--- src/sv/bank_switch_mapper_irq_top_macros.svh ---
// Assertion macros for the bank-switch mapper.
// Expects clk and rst_n in scope at the point of use.
`ifndef BANK_SWITCH_MAPPER_IRQ_TOP_MACROS_SVH
`define BANK_SWITCH_MAPPER_IRQ_TOP_MACROS_SVH

// Same-cycle implication, disabled in reset
`define BSM_ASSERT_NOW(lbl, ante, cons, msg) \
    lbl: assert property (@(posedge clk) disable iff (!rst_n) (ante) |-> (cons)) else $error(msg);

// Next-cycle implication, disabled in reset
`define BSM_ASSERT_NEXT(lbl, ante, cons, msg) \
    lbl: assert property (@(posedge clk) disable iff (!rst_n) (ante) |=> (cons)) else $error(msg);

`endif

--- src/sv/bsm_pkg.sv ---
// Shared types, address decode constants and helper functions of the mapper.
// No dependencies.
`timescale 1ns / 1ps

package bsm_pkg;

    localparam int CHR_SLOTS  = 8;
    localparam int CHR_SLOT_W = $clog2(CHR_SLOTS);

    // Upper address nibble codes
    localparam logic [3:0] HI_MIR_PRG = 4'h9;
    localparam logic [3:0] HI_CHR_A   = 4'hA;
    localparam logic [3:0] HI_CHR_B   = 4'hB;
    localparam logic [3:0] HI_SPLIT   = 4'hC;
    localparam logic [3:0] HI_CHR_D   = 4'hD;
    localparam logic [3:0] HI_CHR_E   = 4'hE;
    localparam logic [3:0] HI_IRQ     = 4'hF;

    // Register offsets, address bits 3:2
    localparam logic [1:0] OFF_0 = 2'd0;
    localparam logic [1:0] OFF_1 = 2'd1;
    localparam logic [1:0] OFF_2 = 2'd2;

    // Configuration register indexes
    localparam logic [1:0] CFG_PRG32 = 2'd0;
    localparam logic [1:0] CFG_PRG8  = 2'd1;
    localparam logic [1:0] CFG_CHR   = 2'd2;

    typedef struct packed {
        logic        mode;
        logic [15:0] address;
        logic [7:0]  data;
    } item_t;

    typedef struct packed {
        logic        irq_line;
        logic [1:0]  mirroring;
        logic [7:0]  prg_bank_32k;
        logic        prg_split_on;
        logic [7:0]  prg_bank_8k_c000;
        logic        chr_write_valid;
        logic [2:0]  chr_slot;
        logic [7:0]  chr_bank;
        logic        dac_valid;
        logic [6:0]  dac_level;
    } res_t;

    typedef struct packed {
        logic                  we;
        logic [CHR_SLOT_W-1:0] slot;
        logic [7:0]            bank;
    } chr_wr_t;

    typedef struct packed {
        logic [7:0] prg32;
        logic [7:0] prg8;
        logic [7:0] chr;
    } masks_t;

    function automatic logic [7:0] limit_bank(input logic [7:0] v, input logic [7:0] mask);
        return (v > mask) ? (v & mask) : v;
    endfunction

    function automatic logic is_chr_addr(input logic [15:0] addr);
        return (addr[15:12] == HI_CHR_A) || (addr[15:12] == HI_CHR_B) ||
               (addr[15:12] == HI_CHR_D) || (addr[15:12] == HI_CHR_E);
    endfunction

    // Slot pair base from the upper nibble, odd slot from address bit 3
    function automatic logic [CHR_SLOT_W-1:0] chr_slot_of(input logic [15:0] addr);
        logic [1:0] pair;
        case (addr[15:12])
            HI_CHR_D: pair = 2'd0;
            HI_CHR_A: pair = 2'd1;
            HI_CHR_B: pair = 2'd2;
            HI_CHR_E: pair = 2'd3;
            default:  pair = 2'd0;
        endcase
        return {pair, addr[3]};
    endfunction

endpackage

--- src/sv/bsm_in_if.sv ---
// Input channel of the mapper: valid/ready with one write or tick per beat.
// Depends on nothing.
`timescale 1ns / 1ps

interface bsm_in_if;
    logic        valid;
    logic        ready;
    logic        mode;
    logic [15:0] address;
    logic [7:0]  data;

    modport source (output valid, mode, address, data, input ready);
    modport sink   (input valid, mode, address, data, output ready);
endinterface

--- src/sv/bsm_out_if.sv ---
// Result channel of the mapper: valid/ready with one mapping snapshot per beat.
// Depends on nothing.
`timescale 1ns / 1ps

interface bsm_out_if;
    logic       valid;
    logic       ready;
    logic       irq_line;
    logic [1:0] mirroring;
    logic [7:0] prg_bank_32k;
    logic       prg_split_on;
    logic [7:0] prg_bank_8k_c000;
    logic       chr_write_valid;
    logic [2:0] chr_slot;
    logic [7:0] chr_bank;
    logic       dac_valid;
    logic [6:0] dac_level;

    modport source (output valid, irq_line, mirroring, prg_bank_32k, prg_split_on,
                    prg_bank_8k_c000, chr_write_valid, chr_slot, chr_bank,
                    dac_valid, dac_level, input ready);
    modport sink   (input valid, irq_line, mirroring, prg_bank_32k, prg_split_on,
                    prg_bank_8k_c000, chr_write_valid, chr_slot, chr_bank,
                    dac_valid, dac_level, output ready);
endinterface

--- src/sv/bsm_ram.sv ---
// Generic simple dual-port RAM, one write and one registered read port.
// No dependencies.
`timescale 1ns / 1ps

module bsm_ram #(
    parameter int DEPTH = 8,
    parameter int WIDTH = 8
) (
    input  logic                     clk,
    input  logic                     we,
    input  logic [$clog2(DEPTH)-1:0] waddr,
    input  logic [WIDTH-1:0]         wdata,
    input  logic                     re,
    input  logic [$clog2(DEPTH)-1:0] raddr,
    output logic [WIDTH-1:0]         rdata
);

    logic [WIDTH-1:0] mem [DEPTH];
    logic [WIDTH-1:0] rdata_reg;

    always_ff @(posedge clk)
    begin
        if (we)
        begin
            mem[waddr] <= wdata;
        end
        if (re)
        begin
            rdata_reg <= mem[raddr];
        end
    end

    assign rdata = rdata_reg;

endmodule

--- src/sv/bsm_ctrl.sv ---
// Register decode and update of the mapper: scalar state, IRQ counter, CHR merge.
// Depends on bsm_pkg.
`timescale 1ns / 1ps

module bsm_ctrl (
    input  logic           clk,
    input  logic           rst_n,
    input  logic           fire,
    input  bsm_pkg::item_t item,
    input  logic [7:0]     chr_old,
    input  bsm_pkg::masks_t masks,
    output bsm_pkg::res_t  res,
    output bsm_pkg::chr_wr_t chr_wr
);

    logic [1:0]  prg_hi_reg,  prg_hi_next;
    logic        split_dis_reg, split_dis_next;
    logic [1:0]  mirror_reg,  mirror_next;
    logic [15:0] cnt_reg,     cnt_next;
    logic        irq_en_reg,  irq_en_next;
    logic        irq_pend_reg, irq_pend_next;
    logic        dac_hit;
    logic [7:0]  chr_merged;

    always_ff @(posedge clk or negedge rst_n)
    begin
        if (!rst_n)
        begin
            prg_hi_reg    <= '0;
            split_dis_reg <= 1'b0;
            mirror_reg    <= '0;
            cnt_reg       <= '0;
            irq_en_reg    <= 1'b0;
            irq_pend_reg  <= 1'b0;
        end
        else if (fire)
        begin
            prg_hi_reg    <= prg_hi_next;
            split_dis_reg <= split_dis_next;
            mirror_reg    <= mirror_next;
            cnt_reg       <= cnt_next;
            irq_en_reg    <= irq_en_next;
            irq_pend_reg  <= irq_pend_next;
        end
    end

    always_comb
    begin
        prg_hi_next    = prg_hi_reg;
        split_dis_next = split_dis_reg;
        mirror_next    = mirror_reg;
        cnt_next       = cnt_reg;
        irq_en_next    = irq_en_reg;
        irq_pend_next  = irq_pend_reg;
        dac_hit        = 1'b0;

        if (item.mode)
        begin
            if (irq_en_reg)
            begin
                cnt_next = cnt_reg - 16'd1;
                if ((cnt_next == 16'd0) || cnt_next[15])
                begin
                    irq_pend_next = 1'b1;
                end
            end
        end
        else
        begin
            case (item.address[15:12])
                bsm_pkg::HI_MIR_PRG:
                begin
                    if (item.address[3:2] == bsm_pkg::OFF_0)
                    begin
                        mirror_next = item.data[1:0];
                    end
                    else if (item.address[11])
                    begin
                        dac_hit = 1'b1;
                    end
                    else
                    begin
                        prg_hi_next = item.data[3:2];
                    end
                end
                bsm_pkg::HI_SPLIT:
                begin
                    split_dis_next = item.data[0];
                end
                bsm_pkg::HI_IRQ:
                begin
                    case (item.address[3:2])
                        bsm_pkg::OFF_0:
                            cnt_next = (cnt_reg & 16'h01E0) | {11'd0, item.data[3:0], 1'b0};
                        bsm_pkg::OFF_1:
                            cnt_next = (cnt_reg & 16'h001E) | {7'd0, item.data[3:0], 5'd0};
                        bsm_pkg::OFF_2:
                        begin
                            irq_en_next   = item.data[1];
                            irq_pend_next = 1'b0;
                        end
                        default: ;
                    endcase
                end
                default: ;
            endcase
        end
    end

    // Offset 4 replaces the high nibble, offset 0 the low nibble
    assign chr_merged = item.address[2] ? {item.data[3:0], chr_old[3:0]}
                                        : {chr_old[7:4], item.data[3:0]};

    assign chr_wr.we   = fire && !item.mode && bsm_pkg::is_chr_addr(item.address);
    assign chr_wr.slot = bsm_pkg::chr_slot_of(item.address);
    assign chr_wr.bank = bsm_pkg::limit_bank(chr_merged, masks.chr);

    always_comb
    begin
        res.irq_line         = irq_pend_next;
        res.mirroring        = mirror_next;
        res.prg_bank_32k     = bsm_pkg::limit_bank({6'd0, prg_hi_next}, masks.prg32);
        res.prg_split_on     = !split_dis_next;
        res.prg_bank_8k_c000 = split_dis_next ? 8'd0
                             : bsm_pkg::limit_bank({4'd0, prg_hi_next, 2'd0}, masks.prg8);
        res.chr_write_valid  = !item.mode && bsm_pkg::is_chr_addr(item.address);
        res.chr_slot         = res.chr_write_valid ? 3'(chr_wr.slot) : 3'd0;
        res.chr_bank         = res.chr_write_valid ? chr_wr.bank : 8'd0;
        res.dac_valid        = dac_hit;
        res.dac_level        = dac_hit ? {item.data[3:0], 3'd0} : 7'd0;
    end

endmodule

--- src/sv/bank_switch_mapper_irq_top.sv ---
// Bank-switch mapper with CPU-cycle IRQ counter. Takes one CPU write or tick per
// clock unless the output stalls and returns one mapping snapshot per item via
// the stage and output registers. The eight CHR bank numbers live in a small RAM
// with a registered read: the slot is read when the item is accepted and written
// back as it leaves the stage, and a write to the slot just read is forwarded, so
// unstalled items follow each other at one per clock with no bubble. Valid bits
// give the zero reset of the CHR table without a clearing pass. Mask registers are
// written via the cfg port, by the user only while the block is idle; unenforced.
// Depends on bsm_pkg, bsm_in_if, bsm_out_if, bsm_ram, bsm_ctrl and the macro header.
`timescale 1ns / 1ps
`include "bank_switch_mapper_irq_top_macros.svh"

module bank_switch_mapper_irq_top (
    input  logic       clk,
    input  logic       rst_n,
    bsm_in_if.sink     req,
    bsm_out_if.source  rsp,
    input  logic       cfg_we,
    input  logic [1:0] cfg_index,
    input  logic [7:0] cfg_data
);

    bsm_pkg::masks_t  masks_reg;
    bsm_pkg::item_t   s1_item_reg;
    logic             s1_vld_reg, s1_vld_next;
    logic             out_vld_reg, out_vld_next;
    bsm_pkg::res_t    out_res_reg;
    logic [bsm_pkg::CHR_SLOTS-1:0] chr_vld_reg;
    logic             rd_vld_reg;
    logic             fwd_hit_reg;
    logic [7:0]       fwd_data_reg;

    logic             req_fire;
    logic             out_free;
    logic             s1_fire;
    logic [bsm_pkg::CHR_SLOT_W-1:0] rd_slot;
    logic [7:0]       ram_rdata;
    logic [7:0]       chr_old;
    bsm_pkg::res_t    res;
    bsm_pkg::chr_wr_t chr_wr;

    assign out_free  = !out_vld_reg || rsp.ready;
    assign s1_fire   = s1_vld_reg && out_free;
    assign req.ready = !s1_vld_reg || out_free;
    assign req_fire  = req.valid && req.ready;
    assign rd_slot   = bsm_pkg::chr_slot_of(req.address);

    always_ff @(posedge clk or negedge rst_n)
    begin
        if (!rst_n)
        begin
            masks_reg <= '{prg32: 8'hFF, prg8: 8'hFF, chr: 8'hFF};
        end
        else if (cfg_we)
        begin
            case (cfg_index)
                bsm_pkg::CFG_PRG32: masks_reg.prg32 <= cfg_data;
                bsm_pkg::CFG_PRG8:  masks_reg.prg8  <= cfg_data;
                bsm_pkg::CFG_CHR:   masks_reg.chr   <= cfg_data;
                default: ;
            endcase
        end
    end

    always_comb
    begin
        s1_vld_next = s1_vld_reg;
        if (req_fire)
        begin
            s1_vld_next = 1'b1;
        end
        else if (s1_fire)
        begin
            s1_vld_next = 1'b0;
        end

        out_vld_next = out_vld_reg;
        if (s1_fire)
        begin
            out_vld_next = 1'b1;
        end
        else if (rsp.ready)
        begin
            out_vld_next = 1'b0;
        end
    end

    always_ff @(posedge clk or negedge rst_n)
    begin
        if (!rst_n)
        begin
            s1_vld_reg  <= 1'b0;
            out_vld_reg <= 1'b0;
            chr_vld_reg <= '0;
        end
        else
        begin
            s1_vld_reg  <= s1_vld_next;
            out_vld_reg <= out_vld_next;
            if (chr_wr.we)
            begin
                chr_vld_reg[chr_wr.slot] <= 1'b1;
            end
        end
    end

    // Capture the item with its slot read; forward the write-back that lands
    // on the same edge
    always_ff @(posedge clk)
    begin
        if (req_fire)
        begin
            s1_item_reg  <= '{mode: req.mode, address: req.address, data: req.data};
            rd_vld_reg   <= chr_vld_reg[rd_slot];
            fwd_hit_reg  <= chr_wr.we && (chr_wr.slot == rd_slot);
            fwd_data_reg <= chr_wr.bank;
        end
        if (s1_fire)
        begin
            out_res_reg <= res;
        end
    end

    bsm_ram #(
        .DEPTH (bsm_pkg::CHR_SLOTS),
        .WIDTH (8)
    ) u_chr_ram (
        .clk   (clk),
        .we    (chr_wr.we),
        .waddr (chr_wr.slot),
        .wdata (chr_wr.bank),
        .re    (req_fire),
        .raddr (rd_slot),
        .rdata (ram_rdata)
    );

    assign chr_old = fwd_hit_reg ? fwd_data_reg : (rd_vld_reg ? ram_rdata : 8'd0);

    bsm_ctrl u_ctrl (
        .clk     (clk),
        .rst_n   (rst_n),
        .fire    (s1_fire),
        .item    (s1_item_reg),
        .chr_old (chr_old),
        .masks   (masks_reg),
        .res     (res),
        .chr_wr  (chr_wr)
    );

    assign rsp.valid            = out_vld_reg;
    assign rsp.irq_line         = out_res_reg.irq_line;
    assign rsp.mirroring        = out_res_reg.mirroring;
    assign rsp.prg_bank_32k     = out_res_reg.prg_bank_32k;
    assign rsp.prg_split_on     = out_res_reg.prg_split_on;
    assign rsp.prg_bank_8k_c000 = out_res_reg.prg_bank_8k_c000;
    assign rsp.chr_write_valid  = out_res_reg.chr_write_valid;
    assign rsp.chr_slot         = out_res_reg.chr_slot;
    assign rsp.chr_bank         = out_res_reg.chr_bank;
    assign rsp.dac_valid        = out_res_reg.dac_valid;
    assign rsp.dac_level        = out_res_reg.dac_level;

    `BSM_ASSERT_NOW(a_chr_wr_on_fire, chr_wr.we, s1_fire, "CHR write-back without stage advance")
    `BSM_ASSERT_NOW(a_no_accept_on_stall, s1_vld_reg && !s1_fire, !req_fire, "item accepted over a stalled stage")
    `BSM_ASSERT_NEXT(a_fire_fills_out, s1_fire, out_vld_reg, "advanced item missing from output")
    `BSM_ASSERT_NEXT(a_wr_sets_valid, chr_wr.we, chr_vld_reg[$past(chr_wr.slot)], "CHR slot not marked valid after write")

endmodule

--- src/flat_wrapper.sv ---
// flat-port wrapper written by rule: the top's interface ports become plain ports
module bank_switch_mapper_irq_top_flat 
  (clk, rst_n, cfg_we, cfg_index, cfg_data, req_valid, req_mode, req_address, req_data, req_ready, rsp_valid, rsp_irq_line, rsp_mirroring, rsp_prg_bank_32k, rsp_prg_split_on, rsp_prg_bank_8k_c000, rsp_chr_write_valid, rsp_chr_slot, rsp_chr_bank, rsp_dac_valid, rsp_dac_level, rsp_ready);
  bsm_in_if req_i ();
  bsm_out_if rsp_i ();
  input  logic clk;
  input  logic rst_n;
  input  logic cfg_we;
  input  logic [1:0] cfg_index;
  input  logic [7:0] cfg_data;
  input wire logic [$bits(req_i.valid)-1:0] req_valid;
  input wire logic [$bits(req_i.mode)-1:0] req_mode;
  input wire logic [$bits(req_i.address)-1:0] req_address;
  input wire logic [$bits(req_i.data)-1:0] req_data;
  output wire logic [$bits(req_i.ready)-1:0] req_ready;
  output wire logic [$bits(rsp_i.valid)-1:0] rsp_valid;
  output wire logic [$bits(rsp_i.irq_line)-1:0] rsp_irq_line;
  output wire logic [$bits(rsp_i.mirroring)-1:0] rsp_mirroring;
  output wire logic [$bits(rsp_i.prg_bank_32k)-1:0] rsp_prg_bank_32k;
  output wire logic [$bits(rsp_i.prg_split_on)-1:0] rsp_prg_split_on;
  output wire logic [$bits(rsp_i.prg_bank_8k_c000)-1:0] rsp_prg_bank_8k_c000;
  output wire logic [$bits(rsp_i.chr_write_valid)-1:0] rsp_chr_write_valid;
  output wire logic [$bits(rsp_i.chr_slot)-1:0] rsp_chr_slot;
  output wire logic [$bits(rsp_i.chr_bank)-1:0] rsp_chr_bank;
  output wire logic [$bits(rsp_i.dac_valid)-1:0] rsp_dac_valid;
  output wire logic [$bits(rsp_i.dac_level)-1:0] rsp_dac_level;
  input wire logic [$bits(rsp_i.ready)-1:0] rsp_ready;
  assign req_i.valid = req_valid;
  assign req_i.mode = req_mode;
  assign req_i.address = req_address;
  assign req_i.data = req_data;
  assign req_ready = req_i.ready;
  assign rsp_valid = rsp_i.valid;
  assign rsp_irq_line = rsp_i.irq_line;
  assign rsp_mirroring = rsp_i.mirroring;
  assign rsp_prg_bank_32k = rsp_i.prg_bank_32k;
  assign rsp_prg_split_on = rsp_i.prg_split_on;
  assign rsp_prg_bank_8k_c000 = rsp_i.prg_bank_8k_c000;
  assign rsp_chr_write_valid = rsp_i.chr_write_valid;
  assign rsp_chr_slot = rsp_i.chr_slot;
  assign rsp_chr_bank = rsp_i.chr_bank;
  assign rsp_dac_valid = rsp_i.dac_valid;
  assign rsp_dac_level = rsp_i.dac_level;
  assign rsp_i.ready = rsp_ready;
  bank_switch_mapper_irq_top u_core (.clk(clk), .rst_n(rst_n), .req(req_i), .rsp(rsp_i), .cfg_we(cfg_we), .cfg_index(cfg_index), .cfg_data(cfg_data));
endmodule
--- config.mk ---
export PLATFORM = sky130hd
export DESIGN_NAME = bank_switch_mapper_irq_top_flat
export DESIGN_NICKNAME = d
export VERILOG_FILES = /design/src/sv/bsm_pkg.sv /design/src/sv/bsm_in_if.sv /design/src/sv/bsm_out_if.sv /design/src/sv/bsm_ram.sv /design/src/sv/bsm_ctrl.sv /design/src/sv/bank_switch_mapper_irq_top.sv /design/src/flat_wrapper.sv
export VERILOG_INCLUDE_DIRS = /design/src /design/src/sv
export SDC_FILE = /design/constraint.sdc
export NUM_CORES = 1
export LEC_CHECK = 0
export BUFFER_PORTS_ARGS = -buffer_cell sky130_fd_sc_hd__buf_2
export CAP_MARGIN = 20
export CORE_AREA = 2 2 135 137
export DETAILED_ROUTE_END_ITERATION = 6
export DIE_AREA = 0 0 137 139
export HOLD_SLACK_MARGIN = 0.03
export PLACE_DENSITY = 0.76
export SYNTH_ARGS = -nofsm -noshare
export SYNTH_HDL_FRONTEND = slang
export SYNTH_HIERARCHICAL = 1
export SYNTH_SLANG_ARGS = --single-unit
--- constraint.sdc ---
create_clock -name clk -period 3.4 [get_ports clk]
set_input_delay 0 -clock clk [delete_from_list [all_inputs] [get_ports clk]]
set_output_delay 0 -clock clk [all_outputs]
set_load 0.03 [all_outputs]
# After elaboration in Yosys (flattened, before gate mapping)
# Memory sizes are Yosys's and may differ from the RTL's. A register that Yosys moved wholly into a read port is not among the register bits.
# Cells that the tools add are included.
# totals
word_cells,133
output_inout_bits,42
reg_bits,128
ramBits,64
n_memories,1
inputBits,40
# memory_table
memory,depth,width,read_ports,rd_ports_with_merged_regs,write_ports,line_no,text
u_core.u_chr_ram.mem,8,8,1,1,1,bsm_ram.sv:18,logic [WIDTH-1:0] mem [DEPTH];
# op_classes
n_eq_ne,16
reduce_logical,30
n_mux,40
n_lt_le_gt_ge,6
bitwise,8
n_addsub,1
# op_table
op,count
2-to-1 mux 16 bit,3
== test 4 bit (second input constant),10
2-to-1 mux 8 bit,4
one-hot mux 16 bit (2 select lines),1
2-to-1 mux 1 bit,19
logical NOT 16 bit,1
2-to-1 mux 2 bit,8
subtractor 16 x 1 -> 16 bit (second input constant),1
one-hot mux 2 bit (3 select lines),2
OR 5 x 9 -> 9 bit,1
OR 9 x 5 -> 9 bit,1
AND 2 x 8 -> 8 bit,1
AND 4 x 8 -> 8 bit,1
AND 8 bit,1
> comparator 2 x 8 -> 1 bit,1
> comparator 4 x 8 -> 1 bit,1
> comparator 8 bit,1
< comparator 3 x 4 -> 1 bit (second input constant),2
OR 8 bit,1
AND reduction 4 bit,2
logical AND 1 bit,7
logical OR 1 bit,6
AND reduction 2 bit,3
nonzero test 2 bit,3
13 further kinds,20

# Longest topological paths before layout
# logic_depth
word_depth,7
ltp_mapped,13
ltp_nobuf,10

# Modules after synthesis
# The synthesis kept the hierarchy.
# by_module_without_submodules
module,n_inst,seq_area_each_um2,cells_per_inst,area_per_inst_um2
bank_switch_mapper_irq_top,1,3133.0,184,3793.6
bsm_ctrl,1,575.6,368,2840.2
bsm_ram,1,2162.1,114,2771.4

# Worst setup path before layout
# Ideal clock, no wire load.
# synth_timing
kind,register to register
start,register u_core.out_vld_reg (netlist: u_core/rsp.valid)
end,memory u_core.u_chr_ram.mem[0][0] (enable)
t_arrival_ns,3.336
setup_ns,0.383
t_required_ns,3.017
stages_incl_launch_ff,8
synth_period_minus_slack_ns,3.719
path_buffers,2
slack_ns,-0.319
cell_sequence,dfrtp_1 -> nand2b_1 -> and2_1 -> clkbuf_1 -> clkbuf_1 -> and2_1 -> nand2b_1 -> nor3_1
# synth_lines
item,line_no,text
start: declaration,bank_switch_mapper_irq_top.sv:26,"logic out_vld_reg, out_vld_next;"
start signal: assignment,bank_switch_mapper_irq_top.sv:99,out_vld_reg <= out_vld_next;
end: declaration,bsm_ram.sv:18,

==> results.ini <==
[synth]
synth_warnings = 6
synthCells = 653
synth_area_mm2 = 0.00901
synth_area_per_cell_um2 = 13.8

[worst_setup_path]
required_ns = 3.59
cp_max_fo = 9
cp-start-kind = flip-flop
end_kind = flip-flop
worstPathArrival_ns = 3.40
crit_type = reg -> reg

[pwr]
power_density_mw_per_mm2 = 594
peakVddDrop_mv = 0.380
leakage_nw = 4.16

[global_routing]
antenna_found_initial = 0
use_met1_pct = 24.5
use_met3_pct = 4.24
grt_pass1_wl_mm = 29.5
grt_usage_pct = 20.3
grt_max_degree = 43
grt_pass1_vias = 5873
met2_usage_pct = 35.5
grt-busiest-layer = met2
grt_overflow = 0

[clock_network]
cts_buffers = 17
path_clk_slew_ns = 0.07
clock_latency_ns = 0.44
htreeDepth = 4
cts_root_buf = clkbuf_16
clock_sinks = 191
cts_tree = done
clock_path_buffers = 2

[sta]
drv_slew = 0
rsz0062_at_grt = no
final-setup-viol-count = 0
fin_skew_ns = 0.00768
hold_violations = 0
tightest_slew_ns = 0.770
timing.final.crit_period_ns = 3.21
finalCritPeriodShare_pct = 94.4
slew_headroom_pct = 48.3
setup_tns_ns = 0
timing.fmax_mhz = 312

[place]
dp_hpwl_mm = 12.7
portBuffers = 68
gp_congestion = 0.874

[final_layout]
largest_reg_flops = 64
fin_nets = 833
utilization_pct = 59.5
drive_gt1_share_pct = 28.7
fill_cells = 1374
area_delta_synth_final_pct = 16.4
antenna_cells = 0

[route]
firstDrtPassIters = 5
num_vias = 5755
viasPerCell = 5.70
avgRoutedWirePerCell_um = 18.3
first_iter_violations = 410
drc_errors = 0
postRouteAntennaNets = 0
wl_mm = 18.5

[floorplanning]
start_util_pct = 51.1
die_h_um = 139
dieArea_mm2 = 0.0190
rows = 49
fp.dieW_um = 137
num_io_pins = 82
core_area_mm2 = 0.0177

[run_status]
status = finished, final reports clean

[min_path]
hp-class = in -> async

[flow_run]
drv_cap = 0

critical path, cell delays in order (launching register included):
cell and delay [ns]:
edfxtp_1 0.41, nor2b_1 0.23, a22o_1 0.20, mux2_2 0.31, ha_1 0.20, or2_2 0.29, o32a_1 0.31, a221o_1 0.49
o32ai_1 0.25, nor2_1 0.08, buf_4 0.18
per-layer routing:
layer | up-vias | wire [µm]
met2 | 176 | 9820
met3 | 30 | 862
li1 | 2706 | -
met1 | 2843 | 7450
met4 | 0 | 326
met5 | - | 0
metrics by stage:
step	setup slack (ns)	instance area [µm²]	instances	hold WS [ns]	total power, mW
finish	0.190	10500	1009	0.0723	6.23
CTS	0.126	10500	1009	0.0795	6.25
detailed placement	0.128	9660	952	-0.000384	4.31
global placement	0.181	9660	952	-0.000277	4.23
global route	0.0463	10500	1009	0.102	6.53
floorplan	0.126	9070	667	-0.296	3.91
layout by cell type (no fill, tap or decap), types with 10 or more instances in the layout:
master         instances
ha_1                  26
nor2_1                61
conb_1                15
nand2_1               22
mux4_1                15
inv_1                 27
buf_4                 30
clkbuf_16             17
dfrtp_1               33
nand2b_1              11
buf_2                 68
dfstp_2               24
mux2_2                50
edfxtp_1             134
a31oi_1               10
dlygate4sd3_1         25
a21oi_1               15
o21ai_0               21
nor3_1                10
where the power goes:
| part | leakage (nW) | internal, mW | switching, mW | total (mW) |
|---|---|---|---|---|
| combinational | 1.93 | 0.531 | 0.772 | 1.30 |
| sequential | 1.94 | 2.87 | 0.143 | 3.01 |
| clock | 0.282 | 0.979 | 0.941 | 1.92 |
| total | 4.16 | 4.38 | 1.86 | 6.23 |
path summary, 6_finish.rpt:
check / startpoint / to / depth (start not counted) / slack (ns)
worst min-delay path: rst_n / u_core/u_ctrl/cnt_reg[11]$_DFFE_PN0P_ / 2 / 0.07
worst max-delay path: u_core/rd_vld_reg$_DFFE_PP_ / u_core/u_chr_ram/mem[7][0]$_DFFE_PP_ / 10 / 0.19
worst max register to register: u_core/rd_vld_reg$_DFFE_PP_ / u_core/u_chr_ram/mem[7][0]$_DFFE_PP_ / 10 / 0.19
worst min register to register: u_core/chr_vld_reg[6]$_DFFE_PN0P_ / u_core/chr_vld_reg[6]$_DFFE_PN0P_ / 1 / 0.46
max in group asynchronous: rst_n / u_core/masks_reg[12]$_DFFE_PN1P_ / 3 / 2.46
min in group clk: req_address[3] / u_core/s1_item_reg[11]$_DFFE_PP_ / 1 / 0.13
timing repair:
item,CTS,global route
endpoints found under the hold margin,58,0
setup buffers,0,0
resized for setup,0,2
hold buffers,25,0
endpoints found under the setup margin,0,2
cell type report:
| type | count | area [µm²] | share of cell area, % |
|---|---|---|---|
| flip-flops and latches | 191 | 5480 | 52.2 |
| multi-input cells | 407 | 3230 | 30.8 |
| inverters | 27 | 101 | 0.965 |
| well taps | 229 | 287 | 2.73 |
| repair buffers | 123 | 816 | 7.77 |
| clock buffers | 17 | 425 | 4.05 |
| clock inverters | 15 | 154 | 1.47 |
Note: power is estimated with default switching activity, not from simulation.
